### config.mk
export PLATFORM = sky130hd
export DESIGN_NAME = prime_implicant_generator
export DESIGN_NICKNAME = d
export VERILOG_FILES = /design/src/hw/rtl/pig_pkg.sv /design/src/hw/rtl/pig_cube_unit.sv /design/src/hw/rtl/pig_scan.sv /design/src/hw/rtl/prime_implicant_generator.sv
export SDC_FILE = /design/constraint.sdc
export NUM_CORES = 1
export LEC_CHECK = 0
export BUFFER_PORTS_ARGS = -buffer_cell sky130_fd_sc_hd__clkbuf_2
export CAP_MARGIN = 20
export CORE_ASPECT_RATIO = 1.75
export CORE_UTILIZATION = 50
export CTS_CLUSTER_SIZE = 8
export DETAILED_ROUTE_END_ITERATION = 10
export PLACE_DENSITY = 0.71
export SYNTH_ARGS = -nofsm -noshare
export SYNTH_HDL_FRONTEND = slang
export SYNTH_SLANG_ARGS = --single-unit
### constraint.sdc
create_clock -name i_clk -period 3.4 [get_ports i_clk]
set_input_delay 0.34 -clock i_clk [delete_from_list [all_inputs] [get_ports i_clk]]
set_output_delay 0.34 -clock i_clk [all_outputs]
set_load 0.03 [all_outputs]
### src/hw/rtl/pig_pkg.sv
// Shared types and constants for the prime implicant generator.
// No dependencies.
package pig_pkg;

    localparam int FIELD_W  = 4;
    localparam int CFG_W    = 3;
    localparam int MAX_RES  = 32;
    localparam int CNT_W    = 6;
    localparam logic [CFG_W-1:0] NUM_VARS_RST = 3'd4;

    localparam logic [1:0] DIG_ZERO = 2'd0;
    localparam logic [1:0] DIG_ONE  = 2'd1;
    localparam logic [1:0] DIG_DASH = 2'd2;

    typedef enum logic [2:0] {
        ST_IDLE  = 3'b001,
        ST_SCAN  = 3'b010,
        ST_FLUSH = 3'b100
    } t_state;

    typedef struct packed {
        logic [FIELD_W-1:0] care_mask;
        logic [FIELD_W-1:0] value_bits;
        logic               empty_res;
        logic               last_result;
    } t_result;

endpackage

### src/hw/rtl/pig_cube_unit.sv
// Shared cube test unit: checks that a cube lies in the on-set and that no
// single-variable widening of it does. Depends on pig_pkg.
module pig_cube_unit import pig_pkg::*; #(
    parameter int MAX_VARS = 4
) (
    input  logic [(1<<MAX_VARS)-1:0] i_onset,
    input  logic [(1<<MAX_VARS)-1:0] i_live,
    input  logic [MAX_VARS-1:0]      i_care,
    input  logic [MAX_VARS-1:0]      i_val,
    output logic                     o_prime
);

    localparam int NSPAN = 1 << MAX_VARS;

    function automatic logic f_inside(input logic [NSPAN-1:0] on,
                                      input logic [NSPAN-1:0] live,
                                      input logic [MAX_VARS-1:0] c,
                                      input logic [MAX_VARS-1:0] v);
        logic                ok;
        logic [MAX_VARS-1:0] mi;
        ok = 1'b1;
        for (int m = 0; m < NSPAN; m++) begin
            mi = MAX_VARS'(m);
            if (live[m] && ((mi & c) == v) && !on[m]) begin
                ok = 1'b0;
            end
        end
        return ok;
    endfunction

    logic [MAX_VARS-1:0] bitp;

    always_comb begin
        o_prime = f_inside(i_onset, i_live, i_care, i_val);
        bitp    = '0;
        for (int p = 0; p < MAX_VARS; p++) begin
            bitp = MAX_VARS'(1) << p;
            if (i_care[p] && f_inside(i_onset, i_live, i_care & ~bitp, i_val & ~bitp)) begin
                o_prime = 1'b0;
            end
        end
    end

endmodule

### src/hw/rtl/pig_scan.sv
// Scan sequencer: walks cubes in base-3 order, one per cycle, through the
// shared cube unit and strobes the primes. Depends on pig_pkg, pig_cube_unit.
module pig_scan import pig_pkg::*; #(
    parameter int MAX_VARS = 4
) (
    input  logic                     i_clk,
    input  logic                     i_rst_n,
    input  logic                     i_go,
    input  logic [CFG_W-1:0]         i_nact,
    input  logic [(1<<MAX_VARS)-1:0] i_onset,
    input  logic [(1<<MAX_VARS)-1:0] i_live,
    output logic                     o_busy,
    output logic                     o_clear,
    output logic                     o_res_valid,
    output t_result                  o_res
);

    t_state              r_state, n_state;
    logic [1:0]          r_dig [MAX_VARS];
    logic [1:0]          n_dig [MAX_VARS];
    logic [MAX_VARS-1:0] pos_live;
    logic [MAX_VARS-1:0] care, val;
    logic                carry, last_code, prime;
    logic [CNT_W-1:0]    r_cnt;
    logic                r_pend_v;
    logic [MAX_VARS-1:0] r_pend_care, r_pend_val;
    logic                r_valid;
    t_result             r_res;

    always_comb begin
        last_code = 1'b1;
        carry     = 1'b1;
        for (int p = 0; p < MAX_VARS; p++) begin
            pos_live[p] = (p < int'(i_nact));
            care[p]     = pos_live[p] && (r_dig[p] != DIG_DASH);
            val[p]      = pos_live[p] && (r_dig[p] == DIG_ONE);
            n_dig[p]    = r_dig[p];
            if (pos_live[p]) begin
                if (r_dig[p] != DIG_DASH) begin
                    last_code = 1'b0;
                end
                if (carry) begin
                    if (r_dig[p] == DIG_DASH) begin
                        n_dig[p] = DIG_ZERO;
                    end else begin
                        n_dig[p] = r_dig[p] + 2'd1;
                        carry    = 1'b0;
                    end
                end
            end
        end
    end

    pig_cube_unit #(.MAX_VARS(MAX_VARS)) u_cube (
        .i_onset (i_onset),
        .i_live  (i_live),
        .i_care  (care),
        .i_val   (val),
        .o_prime (prime)
    );

    always_comb begin
        n_state = r_state;
        case (r_state)
            ST_IDLE:  if (i_go) n_state = ST_SCAN;
            ST_SCAN:  if (last_code) n_state = ST_FLUSH;
            ST_FLUSH: n_state = ST_IDLE;
            default:  n_state = ST_IDLE;
        endcase
    end

    always_ff @(posedge i_clk) begin
        if (!i_rst_n) begin
            r_state  <= ST_IDLE;
            r_pend_v <= 1'b0;
            r_valid  <= 1'b0;
            r_cnt    <= '0;
        end else begin
            r_state <= n_state;
            r_valid <= 1'b0;
            case (r_state)
                ST_IDLE: begin
                    r_pend_v <= 1'b0;
                    r_cnt    <= '0;
                end
                ST_SCAN: begin
                    if (prime && (r_cnt < CNT_W'(MAX_RES))) begin
                        r_valid  <= r_pend_v;
                        r_pend_v <= 1'b1;
                        r_cnt    <= r_cnt + 1'b1;
                    end
                end
                ST_FLUSH: begin
                    r_valid  <= 1'b1;
                    r_pend_v <= 1'b0;
                end
                default: begin
                    r_pend_v <= 1'b0;
                end
            endcase
        end
    end

    always_ff @(posedge i_clk) begin
        for (int p = 0; p < MAX_VARS; p++) begin
            if (r_state == ST_IDLE) begin
                r_dig[p] <= DIG_ZERO;
            end else if (r_state == ST_SCAN) begin
                r_dig[p] <= n_dig[p];
            end
        end
        if (r_state == ST_SCAN && prime && (r_cnt < CNT_W'(MAX_RES))) begin
            r_pend_care           <= care;
            r_pend_val            <= val;
            r_res.care_mask       <= FIELD_W'(r_pend_care);
            r_res.value_bits      <= FIELD_W'(r_pend_val);
            r_res.empty_res       <= 1'b0;
            r_res.last_result     <= 1'b0;
        end else if (r_state == ST_FLUSH) begin
            if ((i_onset & i_live) == '0) begin
                r_res <= '{care_mask: '0, value_bits: '0, empty_res: 1'b1,
                           last_result: 1'b1};
            end else begin
                r_res.care_mask   <= FIELD_W'(r_pend_care);
                r_res.value_bits  <= FIELD_W'(r_pend_val);
                r_res.empty_res   <= 1'b0;
                r_res.last_result <= 1'b1;
            end
        end
    end

    assign o_busy      = (r_state != ST_IDLE);
    assign o_clear     = (r_state == ST_FLUSH);
    assign o_res_valid = r_valid;
    assign o_res       = r_res;

endmodule

### src/hw/rtl/prime_implicant_generator.sv
// Prime implicant generator top level: on-set register, variable count and
// scan sequencer. Depends on pig_pkg, pig_scan.
// A minterm without last is taken into the on-set; a last minterm holds busy
// through the scan (one cube per cycle in the shared unit) and a flush state.
// One minterm per cycle unless busy; after a last, the next one at busy fall.
// Results stream unstalled. Sync reset clears the on-set, sets 4 variables, idles.
module prime_implicant_generator import pig_pkg::*; #(
    parameter int MAX_VARS = 4
) (
    input  logic               i_clk,
    input  logic               i_rst_n,
    input  logic               i_start,
    input  logic [FIELD_W-1:0] i_minterm_index,
    input  logic               i_last,
    input  logic               i_cfg_we,
    input  logic [CFG_W-1:0]   i_cfg_data,
    output logic               o_busy,
    output logic               o_valid,
    output logic [FIELD_W-1:0] o_care_mask,
    output logic [FIELD_W-1:0] o_value_bits,
    output logic               o_empty_res,
    output logic               o_last_result
);

    localparam int NSPAN = 1 << MAX_VARS;

    logic [CFG_W-1:0]    r_num_vars;
    logic [CFG_W-1:0]    nact;
    logic [NSPAN-1:0]    r_onset, n_onset;
    logic [NSPAN-1:0]    live;
    logic [MAX_VARS-1:0] idx_mask, idx;
    logic                accept, clear;
    t_result             res;

    always_comb begin
        nact = r_num_vars;
        if (r_num_vars == '0) begin
            nact = CFG_W'(1);
        end else if (r_num_vars > CFG_W'(MAX_VARS)) begin
            nact = CFG_W'(MAX_VARS);
        end
        for (int m = 0; m < NSPAN; m++) begin
            live[m] = ((m >> int'(nact)) == 0);
        end
        for (int p = 0; p < MAX_VARS; p++) begin
            idx_mask[p] = (p < int'(nact));
        end
        idx     = i_minterm_index[MAX_VARS-1:0] & idx_mask;
        accept  = i_start && !o_busy;
        n_onset = r_onset;
        if (clear) begin
            n_onset = '0;
        end else if (accept) begin
            n_onset = r_onset | (NSPAN'(1) << idx);
        end
    end

    always_ff @(posedge i_clk) begin
        if (!i_rst_n) begin
            r_num_vars <= NUM_VARS_RST;
            r_onset    <= '0;
        end else begin
            r_onset <= n_onset;
            if (i_cfg_we) begin
                r_num_vars <= i_cfg_data;
            end
        end
    end

    pig_scan #(.MAX_VARS(MAX_VARS)) u_scan (
        .i_clk       (i_clk),
        .i_rst_n     (i_rst_n),
        .i_go        (accept && i_last),
        .i_nact      (nact),
        .i_onset     (r_onset),
        .i_live      (live),
        .o_busy      (o_busy),
        .o_clear     (clear),
        .o_res_valid (o_valid),
        .o_res       (res)
    );

    assign o_care_mask   = res.care_mask;
    assign o_value_bits  = res.value_bits;
    assign o_empty_res   = res.empty_res;
    assign o_last_result = res.last_result;

    a_end_of_run: assert property (@(posedge i_clk) disable iff (!i_rst_n)
        $fell(o_busy) |-> (o_valid && o_last_result))
        else $error("run ended without final result transfer");

    a_idle_strobe: assert property (@(posedge i_clk) disable iff (!i_rst_n)
        (o_valid && !o_busy) |-> o_last_result)
        else $error("result transfer while idle that is not the final one");

    a_empty_form: assert property (@(posedge i_clk) disable iff (!i_rst_n)
        (o_valid && o_empty_res) |-> (o_care_mask == '0 && o_last_result))
        else $error("malformed empty result");

    a_dash_zero: assert property (@(posedge i_clk) disable iff (!i_rst_n)
        o_valid |-> ((o_value_bits & ~o_care_mask) == '0))
        else $error("value bit set in a dash position");

endmodule
# Word level (Yosys, flattened, before mapping)
# Memory sizes are Yosys's and may differ from the RTL's.
# Cells that the tools add are included.
# classes
eq_ne	62
addsub	5
bitwise_logic	8
n_mux	132
order_cmp	6
n_shift	17
n_reduce_logical	223
# ops
operator	n
32-bit zero test	16
4-bit by 3-bit right shift with 32-bit output (first input constant)	8
1-bit logical AND	177
3-bit by 3-bit right shift with 32-bit output (first input constant)	4
1-bit 2-to-1 mux	106
1-bit by 3-bit right shift with 32-bit output (first input constant)	2
2-bit by 3-bit right shift with 32-bit output (first input constant)	2
3-bit equality test	16
4-bit equality test	8
10-bit 2-to-1 mux	3
2-bit 2-to-1 mux	15
2-bit by 3-bit equality test with 1-bit output	8
4-bit zero test	5
1-bit zero test	17
16-bit bitwise AND	1
3-bit by 4-bit equality test with 1-bit output	4
16-bit zero test	1
16-bit bitwise OR	1
1-bit by 4-bit left shift with 16-bit output (first input constant)	1
1-bit by 3-bit equality test with 1-bit output	4
3-bit 2-to-1 mux	4
6-bit one-hot mux with 2 select lines	1
2-bit by 1-bit adder with 2-bit output (second input constant)	4
2-bit by 1-bit equality test with 1-bit output (second input constant)	4
other kinds (24)	41
# totals
memories	1
input_bits	12
output_inout_bits	12
elab_cells	466
ram_bits	8
register_bits	48
# mem_list
name	words	width	read_ports	rd_ports_with_merged_regs	wr	line_no	source
u_scan.r_dig	4	2	4	0	4	pig_scan.sv:19	logic [1:0] r_dig [MAX_VARS];

# Longest topological paths before layout
# Gate-level depths: netlist of the first run.
# depth
depth_word	32
ltp_mapped	16
ltp_nobuf	12

# Modules after synthesis
# A second synthesis of the first run with hierarchy kept.
# hier_totals
hier_cells	401
area_unflattened_um2	3633.5
# by_module_without_submodules
module	area_per_inst_um2	cells_per_inst	seq_area_each_um2	instances
pig_scan	1803.0	166	980.9	1
prime_implicant_generator	949.7	98	380.4	1
pig_cube_unit	880.8	137	0.0	1

# Worst setup path before layout of the first run
# No wires, ideal clock.
# synth_path
kind	reg2reg
start	register r_num_vars[2]
end	register u_scan.r_res, in the netlist u_scan.o_res[2], enable pin
arrival_time_ns	3.313
setup_time_ns	0.329
t_required_ns	3.071
n_path_buf	4
stages_incl_launch_ff	16
synth_period_minus_slack_ns	3.642
setup_slack_ns	-0.242
cell_sequence	dfxtp_1 -> buf_6 -> buf_6 -> buf_2 -> a21oi_1 -> inv_1 -> ha_1 -> or3_1 -> buf_2 -> a21o_1 -> a211oi_1 -> a211oi_1 -> o221ai_2 -> nand4_4 -> nor3_4 -> or2_1
# synth_via
elab_chain_len	32
elab_cells_between_ends	347
cone_classes	5 x order compare; 43 x eq/ne; 16 x shift; 86 x mux; 197 x reduce/logical
# synth_rtl
item	line_no	source
from (decl)	prime_implicant_generator.sv:27	logic [CFG_W-1:0] r_num_vars;
from (signal assigned)	prime_implicant_generator.sv:65	r_num_vars <= i_cfg_data;
3-bit > comparator	prime_implicant_generator.sv:39	end else if (r_num_vars > CFG_W'(MAX_VARS)) begin
3-bit 2-to-1 mux	prime_implicant_generator.sv:39	
3-bit 2-to-1 mux (*)	prime_implicant_generator.sv:37	if (r_num_vars == '0) begin
1-bit by 3-bit less-than comparator with 1-bit output / 2-bit by 3-bit less-than comparator with 1-bit output (equally long branches)	pig_scan.sv:34	pos_live[p] = (p < int'(i_nact));
1-bit logical AND	pig_scan.sv:36	val[p] = pos_live[p] && (r_dig[p] == DIG_ONE);
4-bit zero test	pig_cube_unit.sv:24	if (live[m] && ((mi & c) == v) && !on[m]) begin
1-bit logical AND (2 in series)	pig_cube_unit.sv:24	
1-bit 2-to-1 mux (16 in series)	pig_cube_unit.sv:24	
1-bit logical AND	pig_cube_unit.sv:38	if (i_care[p] && f_inside(i_onset, i_live, i_care & ~bitp, i_val & ~bitp)) begin
1-bit 2-to-1 mux (3 in series)	pig_cube_unit.sv:38	
1-bit 2-to-1 mux (*)	pig_cube_unit.sv:38	
1-bit logical AND (*) (2 in series)	pig_scan.sv:112	if (r_state == ST_SCAN && prime && (r_cnt < CNT_W'(MAX_RES))) begin
2-bit nonzero test (no line) (*)	n/a	
to (signal assigned)	pig_scan.sv:121	r_res <= '{care_mask: '0, value_bits: '0, empty_res: 1'b1,
to (decl)	pig_scan.sv:28	t_result r_res;
# Every way passes the cells marked *; elsewhere a longest branch is shown, timed or not.
# A chain may end at the register's enable or synchronous reset.

==> results of run 1 <==
-- layout make-up --
cell class	count	area (um^2)	area share, %
multi-input cells	288	1870	48.7
flip-flops and latches	56	1360	35.5
repair buffers	40	243	6.32
clock buffers	6	129	3.36
well taps	82	103	2.67
inverters	20	75.1	1.96
clock inverters	2	60.1	1.56
-- sequential cells by signal, summed over array words and instances, names as in the netlist --
name,flops
r_onset,16
u_scan.o_res,10
u_scan.r_dig,8
u_scan.r_cnt,6
u_scan.r_pend_care,4
u_scan.r_pend_val,4
r_num_vars,3
u_scan.r_state,3
u_scan.o_res_valid,1
u_scan.r_pend_v,1
-- worst paths after layout --
path / end / slack [ns]
worst max register to register: u_scan.o_res_valid / 0.04
worst min register to register: u_scan.o_res[1] / 0.49
worst min-delay path: r_num_vars[2] / 0.29
worst max-delay path: u_scan.o_res_valid / 0.04
-- metrics by stage --
step,instance area (um^2),utilization [%]
finish,3840,58.3
global route,3840,58.3
CTS,3830,58.2
detailed placement,3640,55.3
global placement,3640,55.3
floorplan,3430,-
-- repair_timing --
action,in CTS,in global routing
setup endpoints to repair,0,8
hold endpoints to repair,0,0
gates resized for setup,0,1
-- placed cells by master, fill, tap and decap left out, types with 3 or more instances in the layout --
cell,n
sky130_fd_sc_hd__a211oi_1,6
sky130_fd_sc_hd__a21o_1,3
sky130_fd_sc_hd__a21oi_1,32
sky130_fd_sc_hd__a221oi_1,3
sky130_fd_sc_hd__a22o_1,3
sky130_fd_sc_hd__and2_1,14
sky130_fd_sc_hd__buf_4,17
sky130_fd_sc_hd__clkbuf_16,5
sky130_fd_sc_hd__clkbuf_2,23
sky130_fd_sc_hd__dfxtp_1,32
sky130_fd_sc_hd__edfxtp_1,24
sky130_fd_sc_hd__ha_1,12
sky130_fd_sc_hd__inv_1,19
sky130_fd_sc_hd__mux2i_1,5
sky130_fd_sc_hd__nand2_1,29
sky130_fd_sc_hd__nand2b_1,9
sky130_fd_sc_hd__nand3_1,4
sky130_fd_sc_hd__nor2_1,49
sky130_fd_sc_hd__nor2b_1,3
sky130_fd_sc_hd__nor3_1,19
sky130_fd_sc_hd__nor3b_1,3
sky130_fd_sc_hd__nor4_1,3
sky130_fd_sc_hd__o2111ai_1,3
sky130_fd_sc_hd__o211ai_1,5
sky130_fd_sc_hd__o21ai_0,10
sky130_fd_sc_hd__o22ai_1,8
sky130_fd_sc_hd__o31ai_1,4
sky130_fd_sc_hd__or4_1,5
sky130_fd_sc_hd__xnor2_1,4
sky130_fd_sc_hd__xor2_1,3
-- cell families (layout without fill, tap and decap cells) --
group,after synthesis,count (layout)
AO/OA/AOI/OAI,108,108
XOR/XNOR,7,7
adder cells (fa/ha/maj),13,13
buffers and inverters,43,68
flip-flops,56,56
multiplexers,6,6
AND/OR/NAND/NOR,154,154
-- layer usage --
metal | GRT usage, % | share of wire [%] | vias to the layer above
met5 | 0 | 0 | -
met4 | 21.0 | 7.3 | 0
met3 | 3.79 | 4.7 | 54
li1 | - | - | 1452
met1 | 28.9 | 36 | 1426
met2 | 50.5 | 52 | 138
-- critical path: stages, from the launching register on --
cell	delay [ns]
sky130_fd_sc_hd__edfxtp_1	0.42
sky130_fd_sc_hd__ha_1	0.26
sky130_fd_sc_hd__xnor2_1	0.73
sky130_fd_sc_hd__a22oi_1	0.21
sky130_fd_sc_hd__a221oi_1	0.54
sky130_fd_sc_hd__o31ai_1	0.23
sky130_fd_sc_hd__o31ai_4	0.35
sky130_fd_sc_hd__nor3_4	0.05
sky130_fd_sc_hd__buf_4	0.22
sky130_fd_sc_hd__a31o_1	0.23
-- power by group through the flow --
stage | clock, mW | sequential, mW | combinational [mW]
detailed placement | 0 | 0.746 | 0.374
CTS | 0.663 | 0.731 | 0.376
floorplan | 0 | 0.742 | 0.269
global placement | 0 | 0.745 | 0.372
finish | 0.650 | 0.731 | 0.384
global route | 0.686 | 0.733 | 0.413
==> insert_results.sql, run 1 <==
INSERT INTO impl_metrics (metric_group, metric, value, unit) VALUES
('run_status', 'status', 'finished clean', ''),
('global_routing', 'antenna_found_initial', '0', ''),
('placed_design', 'pre_cts_slack', '0.166', 'ns'),
('power_and_ir_drop', 'power_report.internal_total', '1.28', 'mW'),
('synth', 'post_synth_most_frequent_cells', 'sky130_fd_sc_hd__nor2_1, sky130_fd_sc_hd__a21oi_1, sky130_fd_sc_hd__dfxtp_1', ''),
('synth', 'synth_edf_count', '24', ''),
('power_and_ir_drop', 'totalPowerFinal', '1.77', 'mW'),
('synth', 'yosys_warnings', '0', ''),
('die', 'coreArea', '6590', 'um^2'),
('sta', 'grt_setup_unrepaired', 'false', ''),
('cells_and_area', 'antenna_cells', '0', ''),
('setup_path', 'arrival', '3.55', 'ns'),
('power_and_ir_drop', 'power.share.combinational', '21.7', '%'),
('setup_path', 'worstReg2RegStart', 'u_scan.r_dig[0][2]', ''),
('placed_design', 'io_buffer_count', '23', ''),
('sta', 'worst_hold_slack', '0.287', 'ns'),
('setup_path', 'type_of_element_capturing_the_critical_path', 'flop', ''),
('clock_tree', 'tritoncts', 'done', ''),
('setup_path', 'r2r.worst_path.cells', '9', ''),
('power_and_ir_drop', 'max-vdd-ir-drop', '0.277', 'mV'),
('global_routing', 'pin_count_of_the_biggest_net_entering_global_routing', '25', ''),
('global_routing', 'first_global_vias', '3017', ''),
('global_routing', 'global_route.overflow_total', '0', ''),
('hold_path', 'launch_instance_of_the_worst_min_delay_path', 'i_cfg_data[2]', ''),
('die', 'ios', '24', ''),
('sta', 'hold_violations', '0', ''),
('synth', 'synth_top_family_by_area', 'simple AND/OR/NAND/NOR gates', ''),
('synth', 'yosys.area_share.adder', '4.76', '%'),
('cells_and_area', 'nets', '436', ''),
('synth', 'synth.mux.area_fraction', '1.79', '%'),
('clock_tree', 'clock_sinks', '56', ''),
('sta', 'timing.fmax', '297', 'MHz'),
('synth', 'share_of_flip_flops_with_an_asynchronous_set_or_reset_after_synthesis', '0', '%'),
('sta', 'setup_ws', '0.0379', 'ns'),
('clock_tree', 'clkTransAtPathRegs', '0.07', 'ns'),
('cells_and_area', 'fillCellCount', '601', ''),
('die', 'initial_utilization', '51.9', '%'),
('cells_and_area', 'drive_above_1_share', '15.8', '%'),
('clock_tree', 'cts_max_path_buffers', '2', ''),
('power_and_ir_drop', 'power.density_cell_area', '460', 'nW/um^2'),
('placed_design', 'detailed_placement_hpwl', '7.46', 'mm'),
('route', 'drt_total_wl', '9.47', 'mm'),
('route', 'routed_wire_length_per_instance', '19.2', 'um'),
('power_and_ir_drop', 'p_seq_share', '41.4', '%'),
('synth', 'synth_seq_area_share', '39.9', '%'),
('synth', 'syn-instance-count', '387', ''),
('route', 'dr_total_vias', '3070', ''),
('synth', 'synth.cell_area', '3420', 'um^2'),
('cells_and_area', 'syn_to_final_growth', '12.4', '%'),
('run', 'drv_cap', '0', ''),
('power_and_ir_drop', 'switching_power', '488', 'uW'),
('hold_path', 'whs_path_depth', '3', ''),
('sta', 'period_minus_slack', '3.36', 'ns'),
('power_and_ir_drop', 'leakage', '1.51', 'nW'),
('die', 'floorplan.rows', '39', ''),
('sta', 'timing.setup.tns', '0', 'ns'),
('sta', 'maxSlewHeadroom', '40.4', '%'),
('sta', 'final-setup-viol-count', '0', ''),
('synth', 'synth_area_in_simple_gates', '23.2', '%'),
('die', 'chipWidth', '64.5', 'um'),
('power_and_ir_drop', 'sw_frac_of_total', '27.6', '%'),
('synth', 'synth.area.top_cells', 'sky130_fd_sc_hd__edfxtp_1, sky130_fd_sc_hd__dfxtp_1, sky130_fd_sc_hd__nor2_1', ''),
('sta', 'worst_pin_slew', '0.887', 'ns'),
('sta', 'worst_clock_skew', '0.00473', 'ns'),
('clock_tree', 'ctsHoldBuffers', '0', ''),
('setup_path', 'category_of_the_critical_setup_timing_path', 'flop to flop', ''),
('route', 'ant_nets', '0', ''),
('hold_path', 'min_path_type', 'input pin to flop', ''),
('clock_tree', 'cts-htree-levels', '2', ''),
('route', 'route.detailed.vias_per_inst', '6.21', ''),
('global_routing', 'gr-usage-all-layers', '28.3', '%');
Power figures use the tool's default switching activity.
==> run 2, diff against run 1 <==
--- a/config.mk
+++ b/config.mk
@@ -7,11 +7,13 @@
 export LEC_CHECK = 0
 export BUFFER_PORTS_ARGS = -buffer_cell sky130_fd_sc_hd__clkbuf_2
 export CAP_MARGIN = 20
+export CELL_PAD_IN_SITES_DETAIL_PLACEMENT = 0
+export CELL_PAD_IN_SITES_GLOBAL_PLACEMENT = 1
 export CORE_ASPECT_RATIO = 1.75
-export CORE_UTILIZATION = 50
+export CORE_UTILIZATION = 42
 export CTS_CLUSTER_SIZE = 8
 export DETAILED_ROUTE_END_ITERATION = 10
-export PLACE_DENSITY = 0.71
+export PLACE_DENSITY = 0.76
 export SYNTH_ARGS = -nofsm -noshare
 export SYNTH_HDL_FRONTEND = slang
 export SYNTH_SLANG_ARGS = --single-unit
==> run 2 against run 1 <==
Effect of this change:
- hold slack worse by 0.029 ns
- global-route usage is 4.8 points lower
- flip-flop and latch count did not move
- sequential share of layout area up 0.17 points
- total power shrank 7.0%
- critical path depth up 4
- worst setup slack better by 0.19 ns
==> insert_results.sql, run 2 (synthesized netlist as in run 1, its figures left out) <==
INSERT INTO impl_metrics (metric_group, metric, value, unit) VALUES
('sta', 'grt_setup_unrepaired', 'false', ''),
('power_and_ir_drop', 'totalPowerFinal', '1.64', 'mW'),
('cells_and_area', 'syn_to_final_growth', '12.0', '%'),
('global_routing', 'antenna_found_initial', '0', ''),
('cells_and_area', 'mostFrequentLayoutCells', 'sky130_fd_sc_hd__nor2_1, sky130_fd_sc_hd__a21oi_1, sky130_fd_sc_hd__dfxtp_1', ''),
('global_routing', 'first_global_vias', '2926', ''),
('route', 'dr_total_vias', '2976', ''),
('setup_path', 'arrival', '3.42', 'ns'),
('sta', 'timing.setup.tns', '0', 'ns'),
('power_and_ir_drop', 'max-vdd-ir-drop', '0.210', 'mV'),
('clock_tree', 'clkTransAtPathRegs', '0.07', 'ns'),
('clock_tree', 'tritoncts', 'done', ''),
('die', 'die_height', '121', 'um'),
('sta', 'worst_pin_slew', '1.08', 'ns'),
('global_routing', 'grt_pass1_wl', '15.1', 'mm'),
('power_and_ir_drop', 'power.density_cell_area', '429', 'nW/um^2'),
('cells_and_area', 'regArea', '1360', 'um^2'),
('placed_design', 'gpl.final_weighted_congestion', '0.977', ''),
('sta', 'fin_crit_sh', '93.3', '%'),
('die', 'initial_utilization', '43.2', '%'),
('setup_path', 'worstPathMaxFanout', '6', ''),
('setup_path', 'type_of_element_capturing_the_critical_path', 'flop', ''),
('setup_path', 'category_of_the_critical_setup_timing_path', 'flop to flop', ''),
('clock_tree', 'clockRootBuffer', 'sky130_fd_sc_hd__clkbuf_16', ''),
('route', 'detail_route.iter0.violations', '120', ''),
('sta', 'maxSlewHeadroom', '27.5', '%'),
('global_routing', 'pin_count_of_the_biggest_net_entering_global_routing', '25', ''),
('clock_tree', 'ctsHoldBuffers', '0', ''),
('cells_and_area', 'fillCellCount', '781', ''),
('placed_design', 'io_buffer_count', '23', ''),
('route', 'drt_total_wl', '9.37', 'mm'),
('power_and_ir_drop', 'leakage', '1.49', 'nW'),
('cells_and_area', 'antenna_cells', '0', ''),
('sta', 'hold_violations', '0', ''),
('route', 'drtPass1Iterations', '6', ''),
('cells_and_area', 'multi_input_comb_area', '1870', 'um^2'),
('die', 'ios', '24', ''),
('sta', 'timing.fmax', '315', 'MHz'),
('cells_and_area', 'max_flop_register', 'r_onset', ''),
('route', 'number_of_remaining_drc_errors', '0', ''),
('route', 'routed_wire_length_per_instance', '18.6', 'um'),
('clock_tree', 'clock_sinks', '56', ''),
('run_status', 'status', 'finished clean', ''),
('hold_path', 'min_path_type', 'input pin to flop', ''),
('clock_tree', 'cts_max_path_buffers', '2', ''),
('route', 'ant_nets', '0', ''),
('die', 'floorplan.rows', '43', ''),
('cells_and_area', 'drive_above_1_share', '16.7', '%'),
('cells_and_area', 'largest_register_ffs', '16', ''),
('setup_path', 'crit_path_start_kind', 'flop', ''),
('global_routing', 'gr-usage-all-layers', '23.5', '%'),
('cells_and_area', 'nets', '438', ''),
('sta', 'period_minus_slack', '3.17', 'ns'),
('die', 'coreArea', '7910', 'um^2'),
('run', 'drv_cap', '0', ''),
('clock_tree', 'cts-buffers-inserted', '5', ''),
('die', 'design.die.area', '8510', 'um^2'),
('sta', 'final-setup-viol-count', '0', ''),
('setup_path', 'cp_data_required_time', '3.64', 'ns'),
('sta', 'worst_clock_skew', '0.00350', 'ns'),
('cells_and_area', 'final_common_cell', 'sky130_fd_sc_hd__nor2_1', ''),
('clock_tree', 'insertion_delay', '0.30', 'ns'),
('route', 'route.detailed.vias_per_inst', '5.90', ''),
('cells_and_area', 'final_core_util', '48.4', '%'),
('placed_design', 'detailed_placement_hpwl', '7.36', 'mm'),
('global_routing', 'global_route.overflow_total', '0', ''),
('clock_tree', 'cts-htree-levels', '2', ''),
('sta', 'timing.final.max_slew_violations', '0', ''),
('placed_design', 'placedInstanceArea', '3670', 'um^2'),
('cells_and_area', 'fin_area', '3820', 'um^2'),
('die', 'chipWidth', '70.2', 'um');
## run 2: layout make-up
class | instances | area share (%)
multi-input cells | 288 | 48.9
repair buffers | 42 | 6.74
clock inverters | 3 | 0.589
flip-flops and latches | 56 | 35.6
clock buffers | 5 | 3.27
inverters | 20 | 1.96
well taps | 90 | 2.94
## run 2: path summary, 6_finish.rpt
check	slack, ns	endpoint	depth (start not counted)	from
worst min-delay path	0.26	r_num_vars[2]	3	i_cfg_data[2]
worst min register to register	0.47	u_scan.o_res[1]	2	u_scan.o_res[1]
worst max register to register	0.23	u_scan.r_cnt[4]	13	r_num_vars[0]
worst max-delay path	0.23	u_scan.r_cnt[4]	13	r_num_vars[0]
## run 2: repair_timing
item                                    CTS  global route
resized for setup                         0             2
endpoints found under the setup margin    0            10
buffers inserted                          0             0
## run 2: worst max-delay path, stage by stage (launching register included)
cell and delay, ns:
sky130_fd_sc_hd__dfxtp_2 0.39, sky130_fd_sc_hd__inv_1 0.06, sky130_fd_sc_hd__a21oi_2 0.18, sky130_fd_sc_hd__inv_1 0.10
sky130_fd_sc_hd__ha_2 0.20, sky130_fd_sc_hd__or3_1 0.47, sky130_fd_sc_hd__nor3_1 0.18, sky130_fd_sc_hd__nor3_1 0.08
sky130_fd_sc_hd__o31ai_1 0.34, sky130_fd_sc_hd__o31ai_4 0.13, sky130_fd_sc_hd__buf_4 0.16, sky130_fd_sc_hd__or3_1 0.35
sky130_fd_sc_hd__or4_1 0.39, sky130_fd_sc_hd__nand2_1 0.07
## run 2: power breakdown
| group | internal (mW) | switching [mW] | total [mW] | leakage (nW) |
|---|---|---|---|---|
| registers | 0.715 | 0.0171 | 0.732 | 0.494 |
| clock network | 0.276 | 0.244 | 0.519 | 0.0703 |
| logic | 0.150 | 0.240 | 0.390 | 0.929 |
| total | 1.14 | 0.501 | 1.64 | 1.49 |
## run 2: per-stage QoR
stage	hold WS (ns)	std cells	worst slack, ns
after floorplan	0.450	387	0.00185
after global placement	0.452	496	0.251
after detailed placement	0.459	496	0.165
after CTS	0.254	504	0.151
after global routing	0.260	504	0.0217
final	0.258	504	0.229
## run 2: layer usage
layer / global-route usage [%] / part of all wire (%)
met1: 23.9 / 37
met2: 43.2 / 54
met3: 3.65 / 3.5
met4: 15.8 / 5.7
met5: 0 / 0
